### src/rtl/scrc_pkg.sv
// shared constants and types for the serial crc generator
package scrc_pkg;

    localparam int REM_W      = 32;
    localparam int MAX_DEGREE = 32;
    localparam int DEG_LIMIT  = (MAX_DEGREE < REM_W) ? MAX_DEGREE : REM_W;
    localparam int DEG_W      = 6;
    localparam int IDX_W      = $clog2(REM_W);
    localparam int CFG_IDX_W  = 8;
    localparam int TDATA_W    = 8;
    localparam int FIFO_DEPTH = 4;
    localparam int FIFO_PTR_W = $clog2(FIFO_DEPTH);
    localparam int FIFO_CNT_W = $clog2(FIFO_DEPTH + 1);

    localparam logic [CFG_IDX_W-1:0] REG_CRC_DEGREE    = CFG_IDX_W'(0);
    localparam logic [CFG_IDX_W-1:0] REG_GENERATOR_LOW = CFG_IDX_W'(1);

    localparam logic [DEG_W-1:0] DEGREE_RESET    = DEG_W'(3);
    localparam logic [REM_W-1:0] GENERATOR_RESET = REM_W'(3);

    // one queued request: message bit plus, on the last bit, the finished remainder
    typedef struct packed {
        logic             data_bit;
        logic             last_bit;
        logic [REM_W-1:0] check;
        logic [IDX_W-1:0] deg_m1;
    } scrc_entry_t;

endpackage

### src/rtl/serial_crc_generator.sv
// top level of the bit-serial crc sender
//
//  channel   direction  payload
//  cfg       in         cfg_index (register), cfg_data (value)
//  s_*       in         tdata[0] data_bit, tlast last_bit
//  m_*       out        tdata[0] code_bit, tuser[0] is_check, tlast end_of_codeword
//
// one message bit is taken per cycle while the queue has room; the remainder update is one shift and xor
// a last bit holds the output side while the check bits shift out
// a four-entry request queue lets the input keep flowing while check bits drain
// reset restores degree 3 and generator x^3+x+1, clears the remainder and the queue
// m_tready low stalls the back end (output register and check shifting) and, once the queue fills, s_tready
module serial_crc_generator
(
    input  logic                            clk,
    input  logic                            rst_n,
    input  logic                            cfg_valid,
    output logic                            cfg_ready,
    input  logic [scrc_pkg::CFG_IDX_W-1:0]  cfg_index,
    input  logic [scrc_pkg::REM_W-1:0]      cfg_data,
    input  logic                            s_tvalid,
    output logic                            s_tready,
    input  logic [scrc_pkg::TDATA_W-1:0]    s_tdata,   // [0] data_bit, rest zero
    input  logic                            s_tlast,
    output logic                            m_tvalid,
    input  logic                            m_tready,
    output logic [scrc_pkg::TDATA_W-1:0]    m_tdata,   // [0] code_bit, rest zero
    output logic [0:0]                      m_tuser,   // [0] is_check
    output logic                            m_tlast
);

    logic                  push;
    logic                  pop;
    logic                  full;
    logic                  empty;
    scrc_pkg::scrc_entry_t push_entry;
    scrc_pkg::scrc_entry_t pop_entry;
    logic                  code_bit;
    logic                  is_check;

    scrc_front u_front
    (
        .clk        (clk),
        .rst_n      (rst_n),
        .cfg_valid  (cfg_valid),
        .cfg_ready  (cfg_ready),
        .cfg_index  (cfg_index),
        .cfg_data   (cfg_data),
        .s_tvalid   (s_tvalid),
        .s_tready   (s_tready),
        .data_bit   (s_tdata[0]),
        .s_tlast    (s_tlast),
        .fifo_full  (full),
        .push       (push),
        .push_entry (push_entry)
    );

    scrc_fifo u_fifo
    (
        .clk        (clk),
        .rst_n      (rst_n),
        .push       (push),
        .push_entry (push_entry),
        .full       (full),
        .pop        (pop),
        .pop_entry  (pop_entry),
        .empty      (empty)
    );

    scrc_back u_back
    (
        .clk       (clk),
        .rst_n     (rst_n),
        .empty     (empty),
        .pop_entry (pop_entry),
        .pop       (pop),
        .m_tvalid  (m_tvalid),
        .m_tready  (m_tready),
        .code_bit  (code_bit),
        .is_check  (is_check),
        .m_tlast   (m_tlast)
    );

    assign m_tdata = {{(scrc_pkg::TDATA_W-1){1'b0}}, code_bit};
    assign m_tuser = is_check;

endmodule

### src/rtl/scrc_front.sv
// front end: configuration registers, request accept and remainder update
module scrc_front
(
    input  logic                            clk,
    input  logic                            rst_n,
    input  logic                            cfg_valid,
    output logic                            cfg_ready,
    input  logic [scrc_pkg::CFG_IDX_W-1:0]  cfg_index,
    input  logic [scrc_pkg::REM_W-1:0]      cfg_data,
    input  logic                            s_tvalid,
    output logic                            s_tready,
    input  logic                            data_bit,
    input  logic                            s_tlast,
    input  logic                            fifo_full,
    output logic                            push,
    output scrc_pkg::scrc_entry_t           push_entry
);

    logic [scrc_pkg::DEG_W-1:0] crc_degree_reg;
    logic [scrc_pkg::DEG_W-1:0] crc_degree_next;
    logic [scrc_pkg::REM_W-1:0] generator_low_reg;
    logic [scrc_pkg::REM_W-1:0] generator_low_next;
    logic [scrc_pkg::REM_W-1:0] remainder_reg;
    logic [scrc_pkg::REM_W-1:0] remainder_next;

    logic [scrc_pkg::DEG_W-1:0] deg_eff;
    logic [scrc_pkg::IDX_W-1:0] deg_m1;
    logic [scrc_pkg::REM_W-1:0] mask;
    logic [scrc_pkg::REM_W-1:0] rem_m;
    logic [scrc_pkg::REM_W-1:0] rem_upd;
    logic                       feedback;

    assign cfg_ready = 1'b1;
    assign s_tready  = !fifo_full;
    assign push      = s_tvalid && !fifo_full;

    // clamp degree into 1 .. limit
    always_comb
    begin
        priority if (crc_degree_reg == '0)
        begin
            deg_eff = scrc_pkg::DEG_W'(1);
        end
        else if (crc_degree_reg > scrc_pkg::DEG_W'(scrc_pkg::DEG_LIMIT))
        begin
            deg_eff = scrc_pkg::DEG_W'(scrc_pkg::DEG_LIMIT);
        end
        else
        begin
            deg_eff = crc_degree_reg;
        end
    end

    assign deg_m1 = scrc_pkg::IDX_W'(deg_eff - scrc_pkg::DEG_W'(1));
    // a shift by the full width leaves zero, so degree 32 gives all ones
    assign mask   = ~({scrc_pkg::REM_W{1'b1}} << deg_eff);
    assign rem_m  = remainder_reg & mask;

    always_comb
    begin
        feedback = data_bit ^ rem_m[deg_m1];
        rem_upd  = (rem_m << 1) & mask;
        if (feedback)
        begin
            rem_upd = rem_upd ^ (generator_low_reg & mask);
        end
    end

    always_comb
    begin
        push_entry.data_bit = data_bit;
        push_entry.last_bit = s_tlast;
        push_entry.check    = rem_upd;
        push_entry.deg_m1   = deg_m1;
    end

    always_comb
    begin
        crc_degree_next    = crc_degree_reg;
        generator_low_next = generator_low_reg;
        remainder_next     = remainder_reg;
        if (cfg_valid)
        begin
            if (cfg_index == scrc_pkg::REG_CRC_DEGREE)
            begin
                crc_degree_next = cfg_data[scrc_pkg::DEG_W-1:0];
            end
            else if (cfg_index == scrc_pkg::REG_GENERATOR_LOW)
            begin
                generator_low_next = cfg_data;
            end
        end
        if (push)
        begin
            remainder_next = s_tlast ? '0 : rem_upd;
        end
    end

    always_ff @(posedge clk or negedge rst_n)
    begin
        if (!rst_n)
        begin
            crc_degree_reg    <= scrc_pkg::DEGREE_RESET;
            generator_low_reg <= scrc_pkg::GENERATOR_RESET;
            remainder_reg     <= '0;
        end
        else
        begin
            crc_degree_reg    <= crc_degree_next;
            generator_low_reg <= generator_low_next;
            remainder_reg     <= remainder_next;
        end
    end

endmodule

### src/rtl/scrc_fifo.sv
// short request queue between front and back ends
module scrc_fifo
(
    input  logic                  clk,
    input  logic                  rst_n,
    input  logic                  push,
    input  scrc_pkg::scrc_entry_t push_entry,
    output logic                  full,
    input  logic                  pop,
    output scrc_pkg::scrc_entry_t pop_entry,
    output logic                  empty
);

    scrc_pkg::scrc_entry_t slot_reg [scrc_pkg::FIFO_DEPTH];

    logic [scrc_pkg::FIFO_PTR_W-1:0] wr_ptr_reg;
    logic [scrc_pkg::FIFO_PTR_W-1:0] wr_ptr_next;
    logic [scrc_pkg::FIFO_PTR_W-1:0] rd_ptr_reg;
    logic [scrc_pkg::FIFO_PTR_W-1:0] rd_ptr_next;
    logic [scrc_pkg::FIFO_CNT_W-1:0] count_reg;
    logic [scrc_pkg::FIFO_CNT_W-1:0] count_next;

    assign full      = (count_reg == scrc_pkg::FIFO_CNT_W'(scrc_pkg::FIFO_DEPTH));
    assign empty     = (count_reg == '0);
    assign pop_entry = slot_reg[rd_ptr_reg];

    always_comb
    begin
        wr_ptr_next = wr_ptr_reg;
        rd_ptr_next = rd_ptr_reg;
        count_next  = count_reg;
        if (push)
        begin
            wr_ptr_next = wr_ptr_reg + scrc_pkg::FIFO_PTR_W'(1);
        end
        if (pop)
        begin
            rd_ptr_next = rd_ptr_reg + scrc_pkg::FIFO_PTR_W'(1);
        end
        unique case ({push, pop})
            2'b10:   count_next = count_reg + scrc_pkg::FIFO_CNT_W'(1);
            2'b01:   count_next = count_reg - scrc_pkg::FIFO_CNT_W'(1);
            default: count_next = count_reg;
        endcase
    end

    always_ff @(posedge clk)
    begin
        if (push)
        begin
            slot_reg[wr_ptr_reg] <= push_entry;
        end
    end

    always_ff @(posedge clk or negedge rst_n)
    begin
        if (!rst_n)
        begin
            wr_ptr_reg <= '0;
            rd_ptr_reg <= '0;
            count_reg  <= '0;
        end
        else
        begin
            wr_ptr_reg <= wr_ptr_next;
            rd_ptr_reg <= rd_ptr_next;
            count_reg  <= count_next;
        end
    end

endmodule

### src/rtl/scrc_back.sv
// back end: emits message bits and serializes check bits into the output register
module scrc_back
(
    input  logic                  clk,
    input  logic                  rst_n,
    input  logic                  empty,
    input  scrc_pkg::scrc_entry_t pop_entry,
    output logic                  pop,
    output logic                  m_tvalid,
    input  logic                  m_tready,
    output logic                  code_bit,
    output logic                  is_check,
    output logic                  m_tlast
);

    logic                       out_valid_reg;
    logic                       out_valid_next;
    logic                       out_bit_reg;
    logic                       out_bit_next;
    logic                       out_check_reg;
    logic                       out_check_next;
    logic                       out_last_reg;
    logic                       out_last_next;
    logic                       chk_active_reg;
    logic                       chk_active_next;
    logic [scrc_pkg::REM_W-1:0] chk_rem_reg;
    logic [scrc_pkg::REM_W-1:0] chk_rem_next;
    logic [scrc_pkg::IDX_W-1:0] chk_idx_reg;
    logic [scrc_pkg::IDX_W-1:0] chk_idx_next;
    logic                       load;

    assign m_tvalid = out_valid_reg;
    assign code_bit = out_bit_reg;
    assign is_check = out_check_reg;
    assign m_tlast  = out_last_reg;

    assign load = !out_valid_reg || m_tready;
    assign pop  = load && !chk_active_reg && !empty;

    always_comb
    begin
        out_valid_next  = out_valid_reg;
        out_bit_next    = out_bit_reg;
        out_check_next  = out_check_reg;
        out_last_next   = out_last_reg;
        chk_active_next = chk_active_reg;
        chk_rem_next    = chk_rem_reg;
        chk_idx_next    = chk_idx_reg;
        if (load)
        begin
            priority if (chk_active_reg)
            begin
                // check bits go out most significant first
                out_valid_next = 1'b1;
                out_bit_next   = chk_rem_reg[chk_idx_reg];
                out_check_next = 1'b1;
                out_last_next  = (chk_idx_reg == '0);
                chk_idx_next   = chk_idx_reg - scrc_pkg::IDX_W'(1);
                if (chk_idx_reg == '0)
                begin
                    chk_active_next = 1'b0;
                end
            end
            else if (!empty)
            begin
                out_valid_next = 1'b1;
                out_bit_next   = pop_entry.data_bit;
                out_check_next = 1'b0;
                out_last_next  = 1'b0;
                if (pop_entry.last_bit)
                begin
                    chk_active_next = 1'b1;
                    chk_rem_next    = pop_entry.check;
                    chk_idx_next    = pop_entry.deg_m1;
                end
            end
            else
            begin
                out_valid_next = 1'b0;
            end
        end
    end

    always_ff @(posedge clk)
    begin
        out_bit_reg   <= out_bit_next;
        out_check_reg <= out_check_next;
        out_last_reg  <= out_last_next;
        chk_rem_reg   <= chk_rem_next;
        chk_idx_reg   <= chk_idx_next;
    end

    always_ff @(posedge clk or negedge rst_n)
    begin
        if (!rst_n)
        begin
            out_valid_reg  <= 1'b0;
            chk_active_reg <= 1'b0;
        end
        else
        begin
            out_valid_reg  <= out_valid_next;
            chk_active_reg <= chk_active_next;
        end
    end

endmodule

### config.mk
export PLATFORM = sky130hd
export DESIGN_NAME = serial_crc_generator
export DESIGN_NICKNAME = d
export VERILOG_FILES = /design/src/rtl/scrc_pkg.sv /design/src/rtl/serial_crc_generator.sv /design/src/rtl/scrc_front.sv /design/src/rtl/scrc_fifo.sv /design/src/rtl/scrc_back.sv
export SDC_FILE = /design/constraint.sdc
export NUM_CORES = 1
export LEC_CHECK = 0
export ABC_AREA = 1
export BUFFER_PORTS_ARGS = -buffer_cell sky130_fd_sc_hd__buf_2
export CAP_MARGIN = 0
export CORE_MARGIN = 2
export CORE_UTILIZATION = 50
export CTS_CLUSTER_DIAMETER = 150
export DETAILED_ROUTE_END_ITERATION = 12
export GPL_ROUTABILITY_DRIVEN = 0
export HOLD_SLACK_MARGIN = 0.1
export PLACE_DENSITY = 0.79
export SLEW_MARGIN = 25
export SYNTH_ARGS = -nofsm -noshare
export SYNTH_HDL_FRONTEND = slang
export SYNTH_SLANG_ARGS = --single-unit
### constraint.sdc
create_clock -name clk -period 4.3 [get_ports clk]
set_input_delay 0.645 -clock clk [delete_from_list [all_inputs] [get_ports clk]]
set_output_delay 0.645 -clock clk [all_outputs]
set_load 0.01 [all_outputs]
After elaboration in Yosys (flattened, before gate mapping). Memories as Yosys holds them, arrays and structs flattened. Cells that the tools add are included.

Bits of input ports: 54. RAM bits: 156. Memories: 1. Logic and storage cells: 81. Register bits after elaboration: 119.

Memories: u_fifo.slot_reg (depth 4, bits a word 39, read ports 1, clocked after memory_dff 0, write ports 1, RTL line scrc_fifo.sv:14) `scrc_pkg::scrc_entry_t slot_reg [scrc_pkg::FIFO_DEPTH];`.

Equality and inequality tests: 5. Shift-type cells: 1. Multiplexer cells: 24. Order comparisons: 3. Bitwise gates (word level): 9. Reductions and logical operators: 19. Add/sub/neg operators: 6.

Operator list (number): AND 32 bit (3); two-way mux 32 bit (2); NOT 32 bit (1); left shift 32 x 6 -> 32 bit, first input constant (1); bitwise XOR 32 bit (1); two-way mux 5 bit (3); two-way mux 1 bit (14); less-than comparator 5 x 6 -> 1 bit, second input constant (2); two-way mux 6 bit (2); binary-select mux 1 bit (select 5 bit) (2); subtractor 5 x 1 -> 5 bit, second input constant (2); equality test 8 x 1 -> 1 bit, second input constant (1); zero test 8 bit (1); greater-than comparator 6 bit, second input constant (1); zero test 6 bit (1); one-hot mux 3 bit (2 select lines) (1); AND reduction 3 bit (2); zero test 5 bit (1); adder 2 x 1 -> 2 bit, second input constant (2); zero test 1 bit (4); AND reduction 2 bit (2); AND reduction 4 bit (1); nonzero test 2 bit (2); adder 3 x 1 -> 3 bit, second input constant (1); other kinds (10) (14).

Logic depth before layout (Yosys ltp). Gate-level depths: netlist of the first run.

Word-level depth: 11. Gate-level depth with buffers: 25. Mapped depth without buffers: 24.

Hierarchy. A second synthesis of the first run with hierarchy kept.

Cells, all modules: 1368. Area total of the unflattened synthesis: 13540.5 sq um.

Modules (own cells, without submodules): scrc_fifo (cells each 504, instances 1, area each 6809.0 sq um); scrc_front (cells each 697, instances 1, area each 4857.2 sq um); scrc_back (cells each 158, instances 1, area each 1810.5 sq um); serial_crc_generator (cells each 9, instances 1, area each 63.8 sq um).

Worst setup path after synthesis of the first run. OpenSTA, ideal clock, no wires.

Kind: register -> register. From: register u_fifo.rd_ptr_reg[0] (netlist bit). To: register u_back.chk_rem_reg[0] (netlist bit), enable pin. Path slack: -190 ps. Period minus slack after synthesis: 4490 ps. Arrival: 3989 ps. Cell stages (with the launch flop): 6. Cell sequence: dfrtp_1 -> clkbuf_1 -> inv_1 -> nand2_1 -> a32o_1 -> nor4_1.

Word-level cells in the longest chain between the ends: 2.

Ends and longest elaborated chain: start: declaration (RTL line scrc_fifo.sv:18) `logic [scrc_pkg::FIFO_PTR_W-1:0] rd_ptr_reg;`; start signal: assignment (RTL line scrc_fifo.sv:66) `rd_ptr_reg <= rd_ptr_next;`; memory (4 x 39 bit); AND reduction 4 bit (no line); end signal: assignment (RTL line scrc_back.sv:89) `chk_rem_reg <= chk_rem_next;`; end: declaration (RTL line scrc_back.sv:26) `logic [scrc_pkg::REM_W-1:0] chk_rem_reg;`.

No other way between the ends. A chain may end at the register's enable or synchronous reset.

==> impl_metrics.py, run 1 <==
metrics = {
    "setup_path": {
        "cp_max_fo": 14,
        "path_cells": "nor2_2 -> nand3_1 -> a21boi_1 -> ha_1 -> inv_1 -> ha_1 -> inv_1 -> o21ai_0 -> inv_1 -> nor2_1 -> nand2_1 -> nand3_1 -> nand3_1 -> nand3_1 -> nand3_1 -> nand3_1 -> buf_4 -> nand3_1 -> and2_1",
        "cp_data_required_time_ps": 4550,
        "worst-r2r-setup-slack_ps": 350,
        "cp.depth": 19,
        "arrival_ps": 4210,
        "r2r-end": "u_fifo.slot_reg[1][12]$_DFFE_PP_",
        "r2r_cells": 19,
        "endpoint_kind": "flip-flop",
        "cpPeakStageDelay_ps": 570,
        "r2r_start": "u_front.crc_degree_reg[5]$_DFFE_PN0P_",
        "slowest_stage": "dfrtp_1",
        "cp_num_buf_inv": 4,
        "path_class": "reg2reg",
        "crit_family": "simple AND/OR/NAND/NOR gates",
        "cp_common_cell": "nand3_1",
        "start_kind": "flip-flop",
    },
    "synthesis": {
        "synth-simple-area-share": 0.182,
        "netlist_instances": 1265,
        "synth_commonest_cells": "238 x nand2_1, 196 x edfxtp_1, 142 x nor2_1",
        "synth_compound_area_frac": 0.0820,
        "netlist_area_mm2": 0.0127,
        "synth_most_common_cell": "nand2_1",
        "ys_seq_area_frac": 0.618,
        "yosysWarningCount": 0,
        "ys_async_sr_fraction": 0.287,
        "netlist.area_leader.share": 0.462,
        "synth_cell_type_count": 39,
        "synth_edf_count": 196,
        "syn_avg_cell_area_um2": 10.1,
        "muxShareOfSynthArea": 0.0212,
        "synth_top_area_cell": "edfxtp_1",
        "yosys-top-cells-area": "edfxtp_1 46%, dfrtp_1 15%, nand2_1 7.0%",
        "synth-seq-cells": 275,
        "synth_fa_ha_area_frac": 0.0124,
        "synth_top_family_by_area": "simple AND/OR/NAND/NOR gates",
        "synth_xor_area_frac": 0.0282,
        "synth_ff_type": "edfxtp_1",
    },
    "sta": {
        "setup_viol": 0,
        "hold_violations": 0,
        "fmax_ghz": 0.253,
        "worst_clock_skew_ps": 27.8,
        "slew_headroom": 0.579,
        "slew_violations": 0,
        "post-route-period-util": 0.919,
        "min_period_ps": 3950,
        "layout_setup_ws_ps": 347,
        "rsz0062_at_grt": "false",
        "fin_tns_setup_ps": 0,
        "worstMarginPinSlew_ps": 631,
    },
    "clock_tree": {
        "clk_path_buf_depth": 3,
        "clock_latency_ps": 550,
        "cts_tree": "yes",
        "cts_buffers": 28,
        "cts-resized-gates": 0,
        "cts.sinks": 275,
        "cts_root_buf": "clkbuf_16",
        "htree_levels": 1,
        "clkSlewWorstSetupHoldPaths_ps": 60,
    },
    "global_route": {
        "grt_usage": 0.219,
        "grt_max_degree": 59,
        "grt_pass1_wl_um": 45600,
        "grt_pass1_vias": 8679,
        "antenna_found_initial": 0,
        "overflow": 0,
    },
    "detailed_routing": {
        "drt-initial-drc-count": 876,
        "via_per_inst": 5.54,
        "wl_um": 28800,
        "postRouteAntennaNets": 0,
        "wl_per_cell_um": 17.4,
        "first_pass_iters": 5,
        "num_vias": 9206,
        "route.detailed.drc": 0,
    },
    "run_status": {
        "status": "completed",
    },
    "layout": {
        "largest_register_ffs": 156,
        "layout-area-overhead-vs-synth_pct": 12.3,
        "utilization": 0.570,
        "final_layout_size_suffix_gt1_frac": 0.125,
        "nets": 1376,
        "final_area_mm2": 0.0143,
        "antennaDiodeCount": 0,
    },
    "hold_path": {
        "hold_path_startpoint": "cfg_data[11]",
        "hold_path.class": "in2reg",
        "holdPathStages": 2,
        "worstHoldEndpoint": "u_front.generator_low_reg[11]$_DFFE_PN0P_",
    },
    "die": {
        "core_area_mm2": 0.0251,
        "initial_utilization": 0.507,
        "die_area_mm2": 0.0268,
        "die_width_um": 164,
        "io_pins": 67,
        "rows": 58,
        "die_h_um": 164,
    },
    "pwr": {
        "p_leak_uw": 0.00589,
        "peakVddDrop_mv": 0.349,
        "power.density_mw_per_mm2": 623,
    },
    "placed_design": {
        "dpl_worst_slack_ps": 490,
        "dp_hpwl_um": 18700,
        "placed_area_mm2": 0.0134,
        "port_buffers": 51,
    },
    "flow_run": {
        "maxCapViolations": 0,
    },
}
repair_timing:
item | 4_1_cts | 5_1_grt
hold buffers | 1 | 0
endpoints found under the hold margin | 7 | 0
endpoints found under the setup margin | 0 | 0
setup buffers | 0 | 0
report_power, final:
group / total, uW / switching (uW) / internal (uW) / leakage [uW]
clock: 2460 / 989 / 1470 / 0.000459
combinational: 2550 / 1800 / 748 / 0.00255
sequential: 3910 / 270 / 3640 / 0.00288
routing by layer:
| layer | vias up | share of wire | global-route usage |
|---|---|---|---|
| met5 | - | 0 | 0 |
| met4 | 0 | 0.029 | 0.0698 |
| met3 | 72 | 0.083 | 0.0350 |
| met2 | 387 | 0.47 | 0.359 |
| met1 | 4362 | 0.42 | 0.302 |
| li1 | 4385 | - | - |
cell type report:
class	instances	area, um^2
flip-flops and latches	275	7870
multi-input cells	824	4220
repair buffers	80	478
inverters	101	379
well taps	330	413
clock inverters	19	206
fillers	2135	10800
clock buffers	32	737
how the worst max path moves through the flow:
| stage | to | start |
|---|---|---|
| finish | u_fifo.slot_reg[1][12]$_DFFE_PP_ | u_front.crc_degree_reg[5]$_DFFE_PN0P_ |
| global route | u_fifo.slot_reg[3][12]$_DFFE_PP_ | u_front.crc_degree_reg[2]$_DFFE_PN0P_ |
| CTS | u_fifo.slot_reg[1][12]$_DFFE_PP_ | u_front.crc_degree_reg[2]$_DFFE_PN0P_ |
| detailed placement | u_fifo.slot_reg[3][12]$_DFFE_PP_ | u_front.crc_degree_reg[2]$_DFFE_PN0P_ |
| global placement | u_fifo.slot_reg[3][12]$_DFFE_PP_ | u_front.crc_degree_reg[2]$_DFFE_PN0P_ |
| floorplan | u_fifo.slot_reg[0][15]$_DFFE_PP_ | u_front.crc_degree_reg[1]$_DFFE_PN1P_ |
layout by cell type, fill, tap and decap left out, types with 3 or more instances in the layout:
master	instances
nor2_2	4
nor2_4	5
o21ai_0	122
mux2_2	24
inv_2	3
clkinv_2	3
a21oi_1	18
buf_4	29
nand2_1	238
clkinv_4	3
ha_1	11
conb_1	8
dfstp_2	4
nand2_2	3
clkbuf_1	3
nor2_1	137
inv_1	96
edfxtp_1	196
xnor2_1	18
nor3_1	9
o22ai_1	46
xor2_1	23
clkbuf_16	29
clkinv_1	9
bufinv_16	4
dfrtp_1	74
nand3_1	126
and2_1	13
buf_2	50
through the flow:
stage	std cells	power (uW)	hold WS, ps
floorplan	1271	5620	349
global placement	1609	6360	460
detailed placement	1609	6470	467
CTS	1661	8940	306
global route	1661	9390	311
finish	1661	8920	328
cells by family after synthesis:
family / count (synthesis)
xor+xnor: 41
other cells: 2
simple gates: 546
fa+ha+maj: 12
buf+inv: 172
mux: 24
flops: 275
compound gates: 193
No activity file was read; power rests on OpenSTA's default activity.
==> run 2: changes to the inputs <==
--- a/config.mk
+++ b/config.mk
@@ -14,7 +14,7 @@
 export DETAILED_ROUTE_END_ITERATION = 12
 export GPL_ROUTABILITY_DRIVEN = 0
 export HOLD_SLACK_MARGIN = 0.1
-export PLACE_DENSITY = 0.79
+export PLACE_DENSITY = 0.74
 export SLEW_MARGIN = 25
 export SYNTH_ARGS = -nofsm -noshare
 export SYNTH_HDL_FRONTEND = slang
==> run 2 against run 1 <==
Effect of this change: utilization grew 0.17 points; via count shrank 1.1%; clock-buffer cell count grew 5; combinational power is essentially flat.
==> impl_metrics.py, run 2 (synthesis gave the netlist of run 1 again) <==
metrics = {
    "sta": {
        "whs_ps": 73.5,
        "rsz0062_at_grt": "false",
        "slew_headroom": 0.376,
        "setup_viol": 0,
        "post-route-period-util": 0.866,
        "min_period_ps": 3720,
        "slew_violations": 0,
        "worstMarginPinSlew_ps": 930,
        "worst_clock_skew_ps": 25.5,
        "fmax_ghz": 0.269,
        "fin_tns_setup_ps": 0,
        "hold_violations": 0,
    },
    "pwr": {
        "netSwitchingPower_uw": 3070,
        "power.density_mw_per_mm2": 631,
        "seqPwrFrac": 0.431,
        "intPower_uw": 5980,
        "swShare": 0.339,
        "power_uw": 9050,
        "peakVddDrop_mv": 0.493,
        "combPwrFrac": 0.282,
        "p_leak_uw": 0.00590,
        "pwr-share-clk": 0.286,
    },
    "die": {
        "die_h_um": 164,
        "initial_utilization": 0.507,
        "die_width_um": 164,
        "rows": 58,
        "core_area_mm2": 0.0251,
        "io_pins": 67,
        "die_area_mm2": 0.0268,
    },
    "global_route": {
        "grt_usage": 0.216,
        "grt_pass1_vias": 8717,
        "grt_pass1_wl_um": 45000,
        "grt_max_degree": 80,
        "overflow": 0,
        "antenna_found_initial": 0,
    },
    "detailed_routing": {
        "wl_um": 28400,
        "postRouteAntennaNets": 0,
        "drt-initial-drc-count": 825,
        "first_pass_iters": 5,
        "via_per_inst": 5.50,
        "route.detailed.drc": 0,
        "num_vias": 9102,
        "wl_per_cell_um": 17.1,
    },
    "flow_run": {
        "maxCapViolations": 0,
    },
    "layout": {
        "layout_common_cells": "237 x nand2_1, 196 x edfxtp_1, 137 x nor2_1, 126 x nand3_1, 122 x o21ai_0",
        "antennaDiodeCount": 0,
        "layout-area-overhead-vs-synth_pct": 12.7,
        "final_area_mm2": 0.0143,
        "num-fill-cells": 2118,
        "nets": 1371,
        "final_common_cell": "nand2_1",
        "final_layout_size_suffix_gt1_frac": 0.127,
        "largest_register_ffs": 156,
        "final_cell_count_no_fill": 1656,
        "multi_input_area_mm2": 0.00422,
        "seq_area_mm2": 0.00787,
    },
    "placed_design": {
        "place_inst": 1606,
        "port_buffers": 51,
        "dp_hpwl_um": 18000,
        "placed_area_mm2": 0.0133,
    },
    "clock_tree": {
        "cts.hold.buffers_added": 0,
        "cts.sinks": 275,
        "clk_path_buf_depth": 3,
        "htree_levels": 1,
        "cts-resized-gates": 0,
        "clock_latency_ps": 560,
        "cts_root_buf": "clkbuf_16",
        "cts_tree": "yes",
        "cts_buffers": 27,
        "clkSlewWorstSetupHoldPaths_ps": 70,
        "post_cts_buffers": 0,
    },
    "setup_path": {
        "path_class": "reg2reg",
        "cp_max_fo": 15,
        "cp_data_required_time_ps": 4570,
        "arrival_ps": 4000,
        "start_kind": "flip-flop",
        "endpoint_kind": "flip-flop",
    },
    "hold_path": {
        "hold_path.class": "in2async",
    },
    "run_status": {
        "status": "completed",
    },
}
-- run 2: power groups by stage --
stage | sequential, uW | combinational [uW] | clock [uW]
floorplan | 3840 | 1780 | 0
global placement | 3930 | 2440 | 0
detailed placement | 3950 | 2530 | 0
CTS | 3900 | 2550 | 2630
global route | 3960 | 2840 | 2710
finish | 3900 | 2550 | 2590
-- run 2: metrics by stage --
step	setup WS, ps	util
after floorplan	1100	-
after global placement	724	0.531
after detailed placement	657	0.531
after CTS	641	0.571
after global routing	235	0.571
final	576	0.571
-- run 2: area by class of cell --
type	count	area share
inverter	101	0.0264
timing repair buffer	76	0.0322
tap	330	0.0288
clock buffer	37	0.0547
sequential	275	0.548
clock inverter	13	0.0151
multi-input combinational	824	0.294
-- run 2: path summary, 6_finish.rpt --
check	to	slack, ps	start	cells past startpoint
worst max-delay path	u_fifo.slot_reg[2][27]$_DFFE_PP_	580	u_front.crc_degree_reg[1]$_DFFE_PN1P_	16
worst max register to register	u_fifo.slot_reg[2][27]$_DFFE_PP_	580	u_front.crc_degree_reg[1]$_DFFE_PN1P_	16
worst min-delay path	u_fifo.count_reg[2]$_DFFE_PN0P_	70	rst_n	1
worst min register to register	u_front.remainder_reg[27]$_DFFE_PN0P_	480	u_front.remainder_reg[27]$_DFFE_PN0P_	2
max in group asynchronous	u_front.remainder_reg[20]$_DFFE_PN0P_	3610	rst_n	1
min in group clk	u_front.generator_low_reg[17]$_DFFE_PN0P_	330	cfg_data[17]	2
-- run 2: worst max-delay path: stages, from the launching register on --
cell     delay, ps
dfstp_2        590
nor2_1          80
nand3_1        100
nand2_2         80
nand2_2        270
nand2_2         90
ha_1           470
inv_1          410
nand3_1        150
nand3_1        110
nand3_1         90
nand3_1        130
nand2_1         90
nand2_1        160
buf_4          250
nand3_1        110
and2_1         260
-- run 2: per-layer routing --
metal	routed length [um]	GRT usage	vias to the layer above
li1	-	-	4377
met1	12500	0.302	4306
met2	13000	0.354	357
met3	2010	0.0279	62
met4	823	0.0638	0
met5	0	0	-
==> run 3: changes to the inputs <==
--- a/config.mk
+++ b/config.mk
@@ -10,6 +10,7 @@
 export CAP_MARGIN = 0
 export CORE_MARGIN = 2
 export CORE_UTILIZATION = 50
+export CTS_BUF_LIST = sky130_fd_sc_hd__clkbuf_8
 export CTS_CLUSTER_DIAMETER = 150
 export DETAILED_ROUTE_END_ITERATION = 12
 export GPL_ROUTABILITY_DRIVEN = 0
==> run 3 against run 2 <==
Effect of this change: global-route usage increased by 0.089 points; clock skew decreased by 6.6 ps; utilization decreased by 0.78 points; first-iteration DRC count increased by 0.73%; non-clock buffer count unchanged; clock power decreased by 21%; clock-buffer cell count increased by 9; register-to-register slack got worse by 20 ps; flip-flop and latch count unchanged; routed wire length about the same; fmax decreased by 0.53%; die area unchanged; highest routed layer unchanged.
==> impl_metrics.py, run 3 (synthesis gave the netlist of run 1 again) <==
metrics = {
    "global_route": {
        "grt_pass1_vias": 8741,
        "grt_pass1_wl_um": 44900,
        "overflow": 0,
        "grt_max_degree": 80,
        "antenna_found_initial": 0,
        "grt_usage": 0.216,
    },
    "detailed_routing": {
        "drt-initial-drc-count": 831,
        "wl_per_cell_um": 16.8,
        "postRouteAntennaNets": 0,
        "first_pass_iters": 5,
        "route.detailed.drc": 0,
        "wl_um": 28300,
        "num_vias": 9150,
        "via_per_inst": 5.43,
    },
    "pwr": {
        "intPower_uw": 5450,
        "peakVddDrop_mv": 0.415,
        "netSwitchingPower_uw": 3050,
        "combPwrFrac": 0.299,
        "pwr-share-clk": 0.242,
        "power.density_mw_per_mm2": 600,
        "p_leak_uw": 0.00587,
        "swShare": 0.359,
        "seqPwrFrac": 0.459,
    },
    "layout": {
        "largest_register_ffs": 156,
        "seq_area_mm2": 0.00787,
        "layout-area-overhead-vs-synth_pct": 11.1,
        "final_common_cell": "nand2_1",
        "layout_common_cells": "237 x nand2_1, 196 x edfxtp_1, 137 x nor2_1, 126 x nand3_1, 122 x o21ai_0",
        "num-fill-cells": 2148,
        "multi_input_area_mm2": 0.00422,
        "final_layout_size_suffix_gt1_frac": 0.131,
        "antennaDiodeCount": 0,
        "nets": 1387,
    },
    "sta": {
        "worstMarginPinSlew_ps": 877,
        "layout_setup_ws_ps": 556,
        "whs_ps": 75.8,
        "slew_headroom": 0.411,
        "slew_violations": 0,
        "fmax_ghz": 0.267,
        "fin_tns_setup_ps": 0,
        "hold_violations": 0,
        "rsz0062_at_grt": "false",
        "worst_clock_skew_ps": 18.9,
        "setup_viol": 0,
        "min_period_ps": 3740,
        "post-route-period-util": 0.871,
    },
    "clock_tree": {
        "htree_levels": 2,
        "cts_root_buf": "clkbuf_8",
        "cts.sinks": 275,
        "cts-resized-gates": 0,
        "cts_tree": "yes",
        "cts.hold.buffers_added": 0,
        "clock_latency_ps": 570,
        "cts_buffers": 43,
        "post_cts_buffers": 0,
        "clkSlewWorstSetupHoldPaths_ps": 60,
        "clk_path_buf_depth": 3,
    },
    "die": {
        "io_pins": 67,
        "core_area_mm2": 0.0251,
        "die_area_mm2": 0.0268,
        "rows": 58,
        "die_h_um": 164,
        "die_width_um": 164,
        "initial_utilization": 0.507,
    },
    "setup_path": {
        "slowest_stage": "dfrtp_1",
        "cpPeakStageDelay_ps": 450,
        "cp_num_buf_inv": 6,
        "cp_data_required_time_ps": 4580,
        "arrival_ps": 4020,
        "path_class": "reg2reg",
        "endpoint_kind": "flip-flop",
        "crit_family": "simple AND/OR/NAND/NOR gates",
        "cp_max_fo": 12,
        "path_cells": "nor2_1 -> nand3_1 -> nand2_2 -> inv_1 -> nor2_1 -> inv_1 -> ha_1 -> inv_1 -> ha_1 -> inv_1 -> o21ai_0 -> inv_1 -> nor2_1 -> nand2_1 -> nand3_1 -> nand3_1 -> nand3_1 -> nand3_1 -> nand2_1 -> nand2_1 -> buf_4 -> nand2_1 -> nand2_1 -> and2_1",
        "start_kind": "flip-flop",
    },
    "hold_path": {
        "hold_path.class": "in2async",
    },
    "placed_design": {
        "dp_hpwl_um": 18000,
        "dpl_worst_slack_ps": 657,
        "port_buffers": 51,
    },
    "run_status": {
        "status": "completed",
    },
    "flow_run": {
        "maxCapViolations": 0,
    },
}
-- run 3: cell count changes in the layout (fill, tap and decap cells not counted), sizes merged --
cell | before | now
clkinv | 6 | 19
inv | 100 | 112
clkbuf | 37 | 46
bufinv | 5 | 1
clkinvlp | 3 | 2
-- run 3: worst paths after layout --
path,from,to,slack (ps),depth (start not counted)
hold reg to reg,u_front.remainder_reg[7]$_DFFE_PN0P_,u_front.remainder_reg[7]$_DFFE_PN0P_,480,2
hold / removal,rst_n,u_back.m_tvalid$_DFFE_PN0N_,80,1
max in group asynchronous,rst_n,u_front.generator_low_reg[19]$_DFFE_PN0P_,3630,1
setup reg to reg,u_front.crc_degree_reg[2]$_DFFE_PN0P_,u_fifo.slot_reg[3][26]$_DFFE_PP_,560,24
setup / recovery,u_front.crc_degree_reg[2]$_DFFE_PN0P_,u_fifo.slot_reg[3][26]$_DFFE_PP_,560,24
min in group clk,cfg_data[13],u_front.generator_low_reg[13]$_DFFE_PN0P_,310,2
-- run 3: metrics by stage --
stage / total power [uW] / instances / utilization / instance area [um^2]
detailed placement: 6470 / 1606 / 0.531 / 13300
CTS: 8520 / 1685 / 0.563 / 14100
global route: 8980 / 1685 / 0.564 / 14200
finish: 8500 / 1685 / 0.564 / 14200
global placement: 6370 / 1606 / 0.531 / 13300
floorplan: 5620 / 1271 / - / 12800
-- run 3: worst reg2reg max path, delay by kind of cell, from the launching register on --
| family | cells | cell delay [ps] |
|---|---|---|
| simple gates | 15 | 1810 |
| flops | 1 | 450 |
| fa+ha+maj | 2 | 470 |
| compound gates | 1 | 200 |
| buf+inv | 6 | 520 |
-- run 3: layer usage --
metal / global-route usage / wire length, um / vias up
li1: - / - / 4410
met1: 0.302 / 12700 / 4333
met2: 0.344 / 13000 / 344
met3: 0.0345 / 1840 / 63
met4: 0.0793 / 796 / 0
met5: 0 / 0 / -
-- run 3: layout make-up --
type                    count  share of cell area
clock buffers              46              0.0447
clock inverters            33              0.0122
inverters                 101              0.0268
multi-input cells         824               0.298
flip-flops and latches    275               0.556
well taps                 330              0.0292
repair buffers             76              0.0326
-- run 3: power by group through the flow --
| stage | Combinational, uW | Sequential, uW | Clock, uW |
|---|---|---|---|
| 2_1_floorplan | 1780 | 3840 | 0 |
| 3_3_place_gp | 2440 | 3930 | 0 |
| 3_5_place_dp | 2530 | 3950 | 0 |
| 4_1_cts | 2530 | 3900 | 2090 |
| 5_1_grt | 2830 | 3950 | 2210 |
| 6_report | 2540 | 3900 | 2050 |
